$ cat config.mk
export PLATFORM = sky130hd
export DESIGN_NAME = char_lcd_write_generator
export DESIGN_NICKNAME = d
export VERILOG_FILES = /design/src/hdl/clwg_pkg.sv /design/src/hdl/clwg_front.sv /design/src/hdl/clwg_queue.sv /design/src/hdl/clwg_back.sv /design/src/hdl/char_lcd_write_generator.sv
export SDC_FILE = /design/constraint.sdc
export NUM_CORES = 1
export LEC_CHECK = 0
export BUFFER_PORTS_ARGS = -buffer_cell sky130_fd_sc_hd__buf_2
export CAP_MARGIN = 20
export CORE_UTILIZATION = 60
export CTS_BUF_LIST = sky130_fd_sc_hd__clkbuf_8
export CTS_CLUSTER_DIAMETER = 120
export DETAILED_ROUTE_END_ITERATION = 12
export GPL_ROUTABILITY_DRIVEN = 1
export PLACE_DENSITY = 0.85
export SYNTH_ARGS = -nofsm -noshare
export SYNTH_HDL_FRONTEND = slang
export SYNTH_SLANG_ARGS = --single-unit
$ cat constraint.sdc
create_clock -name clk -period 8.6 [get_ports clk]
set_input_delay 1.72 -clock clk [delete_from_list [all_inputs] [get_ports clk]]
set_output_delay 1.72 -clock clk [all_outputs]
set_load 0.01 [all_outputs]
$ cat src/hdl/clwg_pkg.sv
// clwg_pkg: shared types, request codes, display constants and helper functions
// for the character lcd write generator; no dependencies
package clwg_pkg;

    localparam int NUM_W        = 32;
    localparam int BYTE_W       = 8;
    localparam int COL_W        = 6;
    localparam int FUNC_W       = 3;
    localparam int BCD_DIGITS   = 10;
    localparam int BCD_W        = 4 * BCD_DIGITS;
    localparam int STEP_W       = $clog2(NUM_W);
    localparam int INIT_LEN     = 3;
    localparam int INIT_IDX_W   = 2;
    localparam int S_TDATA_W    = 48;
    localparam int QUEUE_DEPTH_DEF = 2;

    // request selector codes
    localparam logic [FUNC_W-1:0] FUNC_CMD    = 3'd0;
    localparam logic [FUNC_W-1:0] FUNC_DATA   = 3'd1;
    localparam logic [FUNC_W-1:0] FUNC_CURSOR = 3'd2;
    localparam logic [FUNC_W-1:0] FUNC_NUMBER = 3'd3;
    localparam logic [FUNC_W-1:0] FUNC_INIT   = 3'd4;

    // display command bytes
    localparam logic [BYTE_W-1:0] CMD_FUNCTION_SET = 8'b0011_1000;
    localparam logic [BYTE_W-1:0] CMD_DISPLAY_ON   = 8'b0000_1111;
    localparam logic [BYTE_W-1:0] CMD_CLEAR        = 8'b0000_0001;
    localparam logic [BYTE_W-1:0] ASCII_ZERO       = 8'd48;

    typedef enum logic [1:0] {
        KIND_SINGLE,
        KIND_NUMBER,
        KIND_INIT
    } kind_t;

    // one classified request as it waits between front and back
    typedef struct packed {
        kind_t              kind;
        logic               is_data;
        logic [BYTE_W-1:0]  byte_val;
        logic [NUM_W-1:0]   number;
    } req_t;

    typedef struct packed {
        logic full;
        logic empty;
    } q_stat_t;

    function automatic logic [BYTE_W-1:0] init_byte(input logic [INIT_IDX_W-1:0] idx);
        logic [BYTE_W-1:0] b;
        unique case (idx)
            2'd0:    b = CMD_FUNCTION_SET;
            2'd1:    b = CMD_DISPLAY_ON;
            default: b = CMD_CLEAR;
        endcase
        return b;
    endfunction

    // add-3 correction on every bcd digit of five or more
    function automatic logic [BCD_W-1:0] bcd_adjust(input logic [BCD_W-1:0] v);
        logic [BCD_W-1:0] r;
        r = v;
        for (int i = 0; i < BCD_DIGITS; i++)
        begin
            if (v[4*i +: 4] >= 4'd5)
            begin
                r[4*i +: 4] = v[4*i +: 4] + 4'd3;
            end
        end
        return r;
    endfunction

endpackage

$ cat src/hdl/clwg_front.sv
// clwg_front: accepts requests and classifies them into queue entries
// depends on clwg_pkg
module clwg_front
(
    input  logic                            valid,
    input  logic [clwg_pkg::FUNC_W-1:0]     func,
    input  logic [clwg_pkg::BYTE_W-1:0]     byte_value,
    input  logic                            row,
    input  logic [clwg_pkg::COL_W-1:0]      col,
    input  logic [clwg_pkg::NUM_W-1:0]      number,
    input  logic                            q_full,
    output logic                            ready,
    output logic                            push,
    output clwg_pkg::req_t                  entry
);

    logic keep;

    assign ready = !q_full;

    always_comb
    begin
        keep           = 1'b1;
        entry.kind     = clwg_pkg::KIND_SINGLE;
        entry.is_data  = 1'b0;
        entry.byte_val = byte_value;
        entry.number   = number;
        unique case (func)
            clwg_pkg::FUNC_CMD:
            begin
                entry.kind = clwg_pkg::KIND_SINGLE;
            end
            clwg_pkg::FUNC_DATA:
            begin
                entry.is_data = 1'b1;
            end
            clwg_pkg::FUNC_CURSOR:
            begin
                // 0x80 + col, plus 0x40 on the second line
                entry.byte_val = {1'b1, row, col};
            end
            clwg_pkg::FUNC_NUMBER:
            begin
                entry.kind    = clwg_pkg::KIND_NUMBER;
                entry.is_data = 1'b1;
            end
            clwg_pkg::FUNC_INIT:
            begin
                entry.kind = clwg_pkg::KIND_INIT;
            end
            default:
            begin
                keep = 1'b0;   // unused selectors give no writes
            end
        endcase
    end

    assign push = valid && !q_full && keep;

endmodule

$ cat src/hdl/clwg_queue.sv
// clwg_queue: short fifo of classified requests between front and back
// depends on clwg_pkg
module clwg_queue
#(
    parameter int QUEUE_DEPTH = clwg_pkg::QUEUE_DEPTH_DEF
)
(
    input  logic                clk,
    input  logic                rst_n,
    input  logic                push,
    input  clwg_pkg::req_t      push_entry,
    input  logic                pop,
    output clwg_pkg::req_t      head,
    output clwg_pkg::q_stat_t   stat
);

    localparam int PTR_W = (QUEUE_DEPTH > 1) ? $clog2(QUEUE_DEPTH) : 1;
    localparam int CNT_W = $clog2(QUEUE_DEPTH + 1);

    clwg_pkg::req_t   slot_reg [QUEUE_DEPTH];
    logic [PTR_W-1:0] wr_ptr_reg, wr_ptr_next;
    logic [PTR_W-1:0] rd_ptr_reg, rd_ptr_next;
    logic [CNT_W-1:0] count_reg, count_next;

    function automatic logic [PTR_W-1:0] ptr_inc(input logic [PTR_W-1:0] p);
        logic [PTR_W-1:0] n;
        if (p == PTR_W'(QUEUE_DEPTH - 1))
        begin
            n = '0;
        end
        else
        begin
            n = p + 1'b1;
        end
        return n;
    endfunction

    assign stat.full  = (count_reg == CNT_W'(QUEUE_DEPTH));
    assign stat.empty = (count_reg == '0);
    assign head       = slot_reg[rd_ptr_reg];

    always_comb
    begin
        wr_ptr_next = push ? ptr_inc(wr_ptr_reg) : wr_ptr_reg;
        rd_ptr_next = pop  ? ptr_inc(rd_ptr_reg) : rd_ptr_reg;
        count_next  = count_reg;
        if (push && !pop)
        begin
            count_next = count_reg + 1'b1;
        end
        else if (pop && !push)
        begin
            count_next = count_reg - 1'b1;
        end
    end

    always_ff @(posedge clk or negedge rst_n)
    begin
        if (!rst_n)
        begin
            wr_ptr_reg <= '0;
            rd_ptr_reg <= '0;
            count_reg  <= '0;
        end
        else
        begin
            wr_ptr_reg <= wr_ptr_next;
            rd_ptr_reg <= rd_ptr_next;
            count_reg  <= count_next;
        end
    end

    always_ff @(posedge clk)
    begin
        if (push)
        begin
            slot_reg[wr_ptr_reg] <= push_entry;
        end
    end

endmodule

$ cat src/hdl/clwg_back.sv
// clwg_back: carries out queued requests, converts numbers by shift-and-add-3
// and drives the registered write stream; depends on clwg_pkg
module clwg_back
(
    input  logic                            clk,
    input  logic                            rst_n,
    input  logic                            q_empty,
    input  clwg_pkg::req_t                  q_head,
    output logic                            q_pop,
    output logic                            m_tvalid,
    input  logic                            m_tready,
    output logic [clwg_pkg::BYTE_W-1:0]     m_tdata,
    output logic                            m_tuser,
    output logic                            m_tlast,
    output logic                            converting
);

    localparam int STEP_W = clwg_pkg::STEP_W;
    localparam int NUM_W  = clwg_pkg::NUM_W;
    localparam int BCD_W  = clwg_pkg::BCD_W;

    typedef enum logic [3:0] {
        ST_IDLE   = 4'b0001,
        ST_CONV   = 4'b0010,
        ST_DIGITS = 4'b0100,
        ST_INIT   = 4'b1000
    } state_t;

    state_t                         state_reg, state_next;
    logic [STEP_W-1:0]              step_reg, step_next;
    logic                           started_reg, started_next;
    logic                           out_valid_reg, out_valid_next;
    logic [NUM_W-1:0]               bin_reg, bin_next;
    logic [BCD_W-1:0]               bcd_reg, bcd_next;
    logic                           out_data_reg, out_data_next;
    logic [clwg_pkg::BYTE_W-1:0]    out_byte_reg, out_byte_next;
    logic                           out_last_reg, out_last_next;

    logic                           out_ready;
    logic                           load;
    logic [BCD_W-1:0]               bcd_adj;
    logic [3:0]                     top_digit;

    assign out_ready  = !out_valid_reg || m_tready;
    assign bcd_adj    = clwg_pkg::bcd_adjust(bcd_reg);
    assign top_digit  = bcd_reg[BCD_W-1 -: 4];
    assign converting = (state_reg == ST_CONV);

    always_comb
    begin
        state_next    = state_reg;
        step_next     = step_reg;
        started_next  = started_reg;
        bin_next      = bin_reg;
        bcd_next      = bcd_reg;
        out_data_next = out_data_reg;
        out_byte_next = out_byte_reg;
        out_last_next = out_last_reg;
        load          = 1'b0;
        q_pop         = 1'b0;
        unique case (state_reg)
            ST_IDLE:
            begin
                if (!q_empty && out_ready)
                begin
                    q_pop = 1'b1;
                    case (q_head.kind)
                        clwg_pkg::KIND_SINGLE:
                        begin
                            load          = 1'b1;
                            out_data_next = q_head.is_data;
                            out_byte_next = q_head.byte_val;
                            out_last_next = 1'b1;
                        end
                        clwg_pkg::KIND_NUMBER:
                        begin
                            bin_next   = q_head.number;
                            bcd_next   = '0;
                            step_next  = '0;
                            state_next = ST_CONV;
                        end
                        clwg_pkg::KIND_INIT:
                        begin
                            load          = 1'b1;
                            out_data_next = 1'b0;
                            out_byte_next = clwg_pkg::init_byte('0);
                            out_last_next = 1'b0;
                            step_next     = STEP_W'(1);
                            state_next    = ST_INIT;
                        end
                        default:
                        begin
                            state_next = ST_IDLE;
                        end
                    endcase
                end
            end
            ST_CONV:
            begin
                bcd_next  = {bcd_adj[BCD_W-2:0], bin_reg[NUM_W-1]};
                bin_next  = {bin_reg[NUM_W-2:0], 1'b0};
                step_next = step_reg + 1'b1;
                if (step_reg == STEP_W'(NUM_W - 1))
                begin
                    step_next    = STEP_W'(clwg_pkg::BCD_DIGITS - 1);
                    started_next = 1'b0;
                    state_next   = ST_DIGITS;
                end
            end
            ST_DIGITS:
            begin
                if (top_digit == 4'd0 && !started_reg && step_reg != '0)
                begin
                    // leading zero, drop it
                    bcd_next  = {bcd_reg[BCD_W-5:0], 4'd0};
                    step_next = step_reg - 1'b1;
                end
                else if (out_ready)
                begin
                    load          = 1'b1;
                    out_data_next = 1'b1;
                    out_byte_next = clwg_pkg::ASCII_ZERO + {4'd0, top_digit};
                    out_last_next = (step_reg == '0);
                    if (step_reg == '0)
                    begin
                        state_next = ST_IDLE;
                    end
                    else
                    begin
                        bcd_next     = {bcd_reg[BCD_W-5:0], 4'd0};
                        step_next    = step_reg - 1'b1;
                        started_next = 1'b1;
                    end
                end
            end
            ST_INIT:
            begin
                if (out_ready)
                begin
                    load          = 1'b1;
                    out_data_next = 1'b0;
                    out_byte_next = clwg_pkg::init_byte(step_reg[clwg_pkg::INIT_IDX_W-1:0]);
                    out_last_next = (step_reg == STEP_W'(clwg_pkg::INIT_LEN - 1));
                    if (step_reg == STEP_W'(clwg_pkg::INIT_LEN - 1))
                    begin
                        state_next = ST_IDLE;
                    end
                    else
                    begin
                        step_next = step_reg + 1'b1;
                    end
                end
            end
            default:
            begin
                state_next = ST_IDLE;
            end
        endcase

        if (load)
        begin
            out_valid_next = 1'b1;
        end
        else if (m_tready)
        begin
            out_valid_next = 1'b0;
        end
        else
        begin
            out_valid_next = out_valid_reg;
        end
    end

    always_ff @(posedge clk or negedge rst_n)
    begin
        if (!rst_n)
        begin
            state_reg     <= ST_IDLE;
            step_reg      <= '0;
            started_reg   <= 1'b0;
            out_valid_reg <= 1'b0;
        end
        else
        begin
            state_reg     <= state_next;
            step_reg      <= step_next;
            started_reg   <= started_next;
            out_valid_reg <= out_valid_next;
        end
    end

    always_ff @(posedge clk)
    begin
        bin_reg      <= bin_next;
        bcd_reg      <= bcd_next;
        out_data_reg <= out_data_next;
        out_byte_reg <= out_byte_next;
        out_last_reg <= out_last_next;
    end

    assign m_tvalid = out_valid_reg;
    assign m_tdata  = out_byte_reg;
    assign m_tuser  = out_data_reg;
    assign m_tlast  = out_last_reg;

endmodule

$ cat src/hdl/char_lcd_write_generator.sv
// char_lcd_write_generator: top level, front classifier, request queue and back end
// depends on clwg_pkg, clwg_front, clwg_queue, clwg_back
//
// turns one display request into the run of register-select/byte writes a
// character lcd expects. the request selector on s_tuser picks a command byte,
// a data byte, a cursor placement (0x80 + col on line 0, 0xc0 + col on line 1),
// an unsigned 32-bit number printed as ascii decimal digits most significant
// first, or the power-up run 0x38, 0x0f, 0x01; selectors 5 to 7 are accepted
// and produce nothing. each write leaves on the master side with the
// register-select level on m_tuser and m_tlast on the final write of the run.
// a front part classifies requests into a small queue (QUEUE_DEPTH entries) so
// new requests are taken while the back end is still busy. the back end issues
// a single write or the power-up run straight from the queue; a number is taken
// from the queue, converted over its 32 bits by shift-and-add-3 and then printed
// one digit at a time with leading zeros dropped. the output register holds one
// finished write while the back end works on.
module char_lcd_write_generator
#(
    parameter int QUEUE_DEPTH = clwg_pkg::QUEUE_DEPTH_DEF
)
(
    input  logic                                clk,
    input  logic                                rst_n,
    input  logic                                s_tvalid,
    output logic                                s_tready,
    // byte_value[7:0], row[8], col[14:9], number[46:15], zero pad[47]
    input  logic [clwg_pkg::S_TDATA_W-1:0]      s_tdata,
    // func[2:0]
    input  logic [clwg_pkg::FUNC_W-1:0]         s_tuser,
    output logic                                m_tvalid,
    input  logic                                m_tready,
    // bus_byte[7:0]
    output logic [clwg_pkg::BYTE_W-1:0]         m_tdata,
    // is_data[0]
    output logic                                m_tuser,
    // last_write
    output logic                                m_tlast
);

    logic               push;
    logic               pop;
    logic               converting;
    clwg_pkg::req_t     push_entry;
    clwg_pkg::req_t     head;
    clwg_pkg::q_stat_t  q_stat;

    // request fields from the packed slave data
    clwg_front u_front
    (
        .valid      (s_tvalid),
        .func       (s_tuser),
        .byte_value (s_tdata[7:0]),
        .row        (s_tdata[8]),
        .col        (s_tdata[14:9]),
        .number     (s_tdata[46:15]),
        .q_full     (q_stat.full),
        .ready      (s_tready),
        .push       (push),
        .entry      (push_entry)
    );

    clwg_queue #(
        .QUEUE_DEPTH (QUEUE_DEPTH)
    ) u_queue
    (
        .clk        (clk),
        .rst_n      (rst_n),
        .push       (push),
        .push_entry (push_entry),
        .pop        (pop),
        .head       (head),
        .stat       (q_stat)
    );

    // conversion and write sequencing with the registered output stage
    clwg_back u_back
    (
        .clk        (clk),
        .rst_n      (rst_n),
        .q_empty    (q_stat.empty),
        .q_head     (head),
        .q_pop      (pop),
        .m_tvalid   (m_tvalid),
        .m_tready   (m_tready),
        .m_tdata    (m_tdata),
        .m_tuser    (m_tuser),
        .m_tlast    (m_tlast),
        .converting (converting)
    );

    // queue can never be full and empty at once
    a_queue_status: assert property (@(posedge clk) disable iff (!rst_n)
        !(q_stat.full && q_stat.empty))
        else $error("queue reports full and empty together");

    // back end only takes a request that is there
    a_pop_nonempty: assert property (@(posedge clk) disable iff (!rst_n)
        pop |-> !q_stat.empty)
        else $error("pop from an empty queue");

    // a request is queued only when the front end shows ready
    a_push_ready: assert property (@(posedge clk) disable iff (!rst_n)
        push |-> s_tvalid && s_tready)
        else $error("push without an accepted request");

    // no write is issued while the number is still being converted
    a_conv_quiet: assert property (@(posedge clk) disable iff (!rst_n)
        converting |=> !$rose(m_tvalid))
        else $error("write issued during conversion");

endmodule
-- Word level (Yosys, flattened, before mapping)
Memories as Yosys holds them, arrays and structs flattened.
Index checks and enable logic that the tools add are counted.
- bits in registers: 97
- RAM bits: 86
- logic and storage cells: 186
- memories kept: 1
- output and inout port bits: 12
- input bits: 55
- order comparisons: 10
- multiplexer cells: 80
- reduce and logical (&&, ||, !) cells: 37
- eq/ne operators: 29
- add/subtract/negate cells: 17
- memory list (name ; words ; width ; read ports ; clocked after memory_dff ; write ports ; RTL line ; RTL):
    u_queue.slot_reg ; 2 ; 43 ; 1 ; 0 ; 1 ; clwg_queue.sv:20 ; clwg_pkg::req_t slot_reg [QUEUE_DEPTH];
- operators with widths (operator ; number):
    $mux W40 ; 5
    $pmux W40 S3 ; 1
    $mux W32 ; 2
    $mux W4 ; 16
    $pmux W32 S2 ; 1
    $ge A4 B3 Y1 const B ; 10
    $mux W8 ; 5
    $add A4 B2 Y4 const B ; 9
    $mux W5 ; 7
    $mux W1 ; 26
    $pmux W8 S3 ; 1
    $pmux W5 S4 ; 1
    $pmux W4 S4 ; 1
    $pmux W8 S2 ; 1
    $ne A2 B1 Y1 const B ; 6
    $pmux W4 S3 ; 1
    $pmux W6 S2 ; 1
    $ne A2 B2 Y1 const B ; 5
    $pmux W5 S2 ; 1
    $reduce_and A5 Y1 ; 2
    $pmux W1 S3 ; 3
    $reduce_and A8 Y1 ; 1
    $reduce_bool A2 Y1 ; 4
    $add A6 B4 Y7 const A ; 1
    other kinds (39) ; 62

-- Longest topological paths before layout
- depth in word-level cells: 8
- mapped depth: 9
- mapped depth without buffers: 8

-- Hierarchy
A second synthesis with hierarchy kept.
- cell total of the unflattened synthesis: 736
- area total of the unflattened synthesis: 9222.6 um^2
- by module, submodules not included (module ; cells an instance ; instances ; sequential area each (um^2) ; area an instance (um^2)):
    clwg_back ; 539 ; 1 ; 2738.9 ; 5351.4
    clwg_queue ; 150 ; 1 ; 2682.6 ; 3490.8
    clwg_front ; 47 ; 1 ; 0.0 ; 380.4

-- Worst setup path before layout
OpenSTA, ideal clock, no wires.
- path type: input to register
- start: input m_tready
- end: register u_back.bcd_reg[0] (enable)
- stages on the path: 4
- buffers on the path: 0
- required time: 8102 ps
- arrival: 5054 ps
- library setup time: 498 ps
- slack: 3048 ps
- cells stage by stage: nor2b_1 -> nor2_1 -> a21boi_0 -> a211oi_1
- cells in the longest elaborated chain, start to end: 4
- elaborated cells between the ends (all ways): 5
- those cells by class: eq/ne (2); reduce/logical (3)
- ends and longest elaborated chain (item ; RTL line ; RTL):
    start: declaration ; char_lcd_write_generator.sv:31 ; input logic m_tready,
    $logic_or A1 B1 Y1 (*) ; clwg_back.sv:44 ; assign out_ready = !out_valid_reg || m_tready;
    $logic_and A1 B1 Y1 ; clwg_back.sv:64 ; if (!q_empty && out_ready)
    $ne A2 B1 Y1 (no source line) ; n/a ;
    $reduce_and A5 Y1 (no source line) (*) ; n/a ;
    end signal: assignment ; clwg_back.sv:195 ; bcd_reg <= bcd_next;
    end: declaration ; clwg_back.sv:34 ; logic [BCD_W-1:0] bcd_reg, bcd_next;
Mark *: on every way between the ends. The rest lies on a longest branch, timed or not.
A chain may end at the register's enable or synchronous reset.

-- Worst setup path in the final report
- start: input m_tready
- end: register u_back.out_byte_reg, in the netlist u_back.m_tdata[7] (enable)
- cells in the longest elaborated chain, start to end: 4
- elaborated cells between the ends (all ways): 6
- those cells by class: eq/ne (3); reduce/logical (3)
- ends and longest elaborated chain (item ; RTL line ; RTL):
    $logic_or A1 B1 Y1 (*) ; clwg_back.sv:44 ;
    $logic_and A1 B1 Y1 ; clwg_back.sv:64 ;
    $ne A2 B1 Y1 (no source line) ; n/a ;
    $reduce_and A6 Y1 (no source line) (*) ; n/a ;
    end signal: assignment ; clwg_back.sv:197 ; out_byte_reg <= out_byte_next;
    end: declaration ; clwg_back.sv:36 ; logic [clwg_pkg::BYTE_W-1:0] out_byte_reg, out_byte_next;
Marked as above.

==> results by group <==
Placed design
  • Routability Congestion: 0.885
  • I/O Buffers: 65
  • Hpwl dp: 10600 um
  • Dpl ws: 4.91 ns

Worst setup path
  • Crit path required time: 8.68 ns
  • CP Capture Type: flop
  • Max stage delay cell, worst path: a21oi_1
  • Critical Path Fanout Max: 10
  • Worst path top cell family by delay: compound AO/OA/AOI/OAI gates
  • CP startpoint: m_tready
  • Critical Path AT: 3.34 ns
  • Worst path buffer plus inverter count: 1
  • Reg2Reg Launch Point: u_back.step_reg[0]$_DFFE_PN0P_
  • Largest stage delay, worst path: 0.85 ns
  • CP startpoint kind: input port
  • Critical path class: in2reg
  • Critical path, cell by cell: buf_2, nor2b_1, o221ai_1, o21ai_1, a21oi_1

Final layout
  • Multi-input gate area: 3010 um^2
  • Layout cell share with drive strength beyond 1: 0.175
  • Antenna diodes: 0
  • Max reg flops: 86
  • Syn-to-layout area delta: 10.4%
  • Commonest non-fill, non-tap cell in the layout: edfxtp_1
  • Net count, final: 817
  • FF/Latch Area: 5420 um^2
  • Commonest cells after routing, fill and taps aside: 168 x edfxtp_1, 71 x o21ai_0, 65 x buf_2, 61 x nand2_1, 40 x mux2i_1
  • FILL cells: 896

Timing
  • Endpoints failing hold: 0
  • Fmax: 0.308 GHz
  • Slew Viols, Final: 0
  • RSZ-0062 raised after global routing: no
  • Worst Tran Pin Value: 1.09 ns
  • Clock Skews: 0.0189 ns
  • Fin crit share: 0.378
  • Setup ws final: 5.35 ns
  • Minimum clock period: 3.25 ns
  • Rel. slew slack: 0.268
  • # setup viols final: 0
  • TNS Setup: 0 ns

Power
  • Leakage: 3.49 nW
  • Clk pwr share: 0.178
  • P per Cell Area: 333 nW/um^2
  • Reg power frac: 0.472
  • Net Sw Frac: 0.374
  • Internal: 1.99 mW
  • Total power: 3.18 mW
  • Peak supply drop: 0.000172 V
  • Gate power share: 0.350
  • Net load switching power: 1.19 mW

Yosys
  • Number of synthesized flops with an enable pin: 168
  • Register area share after synthesis: 0.628
  • Ys flop type: edfxtp_1
  • #FFs+latches synth: 183
  • Fraction of registers with async set or reset after synthesis: 0.0820
  • Area share of the largest cell type after synthesis: 0.584
  • Yosys Warn Count: 0
  • Cells after Synth: 670
  • Synthesized area: 8630 um^2
  • Yosys cell types: 61
  • Area contributors post-synth: edfxtp_1 58%, mux2i_1 4.6%, ha_1 4.5%
  • Syn Area/Cell: 12.9 um^2
  • Post-synth net total: 756
  • Synth area leader: edfxtp_1

Clocking
  • # H-tree levels: 4
  • TritonCTS Buffers: 17
  • CTS tree: yes
  • Worst-path clk slew: 0.09 ns
  • Clk_lat worst skew: 0.47 ns
  • CTS sink count: 183
  • Post-CTS Hold Fix Bufs: 0
  • Post-CTS resize count: 0
  • Clk buf depth: 2
  • Post CTS Setup Buffer Count: 0
  • CTS root buf: clkbuf_8

Routing
  • Initial DRT Pass Iterations: 5
  • Drt drc: 0
  • Routed WL per cell: 18.0 um
  • Vias: 5647
  • Starting DRC count in detailed routing: 508
  • Vias per cell: 6.11
  • Routed WL: 16600 um
  • Number of routed nets with antenna violations: 0

Die
  • FP Rows: 43
  • Initial Util: 0.620
  • Die Area: 14900 um^2
  • Die Ht: 122 um
  • Core area: 13900 um^2
  • Chip width: 122 um
  • IO Count: 67

Global route
  • First-pass GRT wire length: 26600 um
  • Vias in the first global route: 5562
  • GRT Util Overall: 0.235
  • Largest net degree at the start of global routing: 80
  • Initial antenna violation count: 0
  • Grt ovf: 0

Run
  • Max-Cap Viols: 0

Worst hold path
  • Hold Crit Class: reg2reg
  • Min-delay src: u_queue.count_reg[1]$_DFFE_PN0P_

Outcome
  • Status: finished clean
[worst register-to-register path, delay by kind of cell (launching register included)]
family,cells,cell delay [ns]
compound gates,3,1.20
simple gates,1,0.62
flops,1,0.50
fa+ha+maj,1,0.31
buf+inv,1,0.16
[layer usage]
layer / GRT usage / part of all wire / vias up / wire, um
met5: 0 / 0 / - / 0
met4: 0.106 / 0.020 / 0 / 341
met3: 0.0496 / 0.060 / 38 / 998
met2: 0.388 / 0.51 / 218 / 8490
met1: 0.299 / 0.41 / 2752 / 6810
li1: - / - / 2639 / -
[final cells by class]
class,instances,share of cell area
clock inverter,15,0.0165
multi-input combinational,429,0.316
timing repair buffer,72,0.0396
sequential,183,0.569
clock buffer,17,0.0245
inverter,28,0.0110
tap,180,0.0236
[cell families (layout without fill, tap and decap cells)]
group,after synthesis,in the layout,synth area share
flip-flops,183,183,0.628
AO/OA/AOI/OAI,176,176,0.125
AND/OR/NAND/NOR,155,155,0.0975
buffers and inverters,58,132,0.0288
multiplexers,48,48,0.0568
adder cells (fa/ha/maj),31,31,0.0449
XOR/XNOR,19,19,0.0193
[synth_stat cells (all sizes together) (3+ instances only)]
library cell,number
dfrtp,14
nand2b,14
xnor2,14
a22oi,7
nand2,61
a22o,10
clkbuf,10
nor4b,5
o32ai,8
nand3,4
o31ai,6
or4b,3
xor2,5
buf,20
o21ai,73
a211oi,5
nor2b,9
edfxtp,168
a21oi,39
nor3,6
ha,31
o22ai,13
nor3b,12
and2,4
o221ai,3
inv,28
mux2i,40
nor2,24
mux2,8
and3,3
[final timing paths]
kind,slack [ns],cells past startpoint,end
min in group asynchronous,1.16,1,u_back.state_reg[3]$_DFFE_PN0P_
max reg2reg,5.43,6,u_back.m_tdata[7]$_DFFE_PP_
min,0.50,1,u_queue.count_reg[1]$_DFFE_PN0P_
max in group asynchronous,7.13,1,u_back.state_reg[0]$_DFFE_PN1P_
max,5.35,5,u_back.m_tdata[7]$_DFFE_PP_
min reg2reg,0.50,1,u_queue.count_reg[1]$_DFFE_PN0P_
[per-stage QoR]
stage | instance area, um^2 | instances | util | hold WS (ns)
final | 9540 | 924 | 0.684 | 0.504
after global routing | 9540 | 924 | 0.684 | 0.533
after global placement | 9140 | 892 | 0.656 | 0.484
after floorplan | 8630 | 670 | - | 0.460
after detailed placement | 9140 | 892 | 0.656 | 0.492
after CTS | 9540 | 924 | 0.684 | 0.509
[power by group through the flow]
stage / registers [mW] / logic, mW / clock network (mW)
after global placement: 1.49 / 1.03 / 0
after floorplan: 1.48 / 0.829 / 0
after CTS: 1.50 / 1.11 / 0.576
final: 1.50 / 1.11 / 0.564
after global routing: 1.53 / 1.23 / 0.606
after detailed placement: 1.52 / 1.09 / 0
No activity file was read; power rests on OpenSTA's default activity.
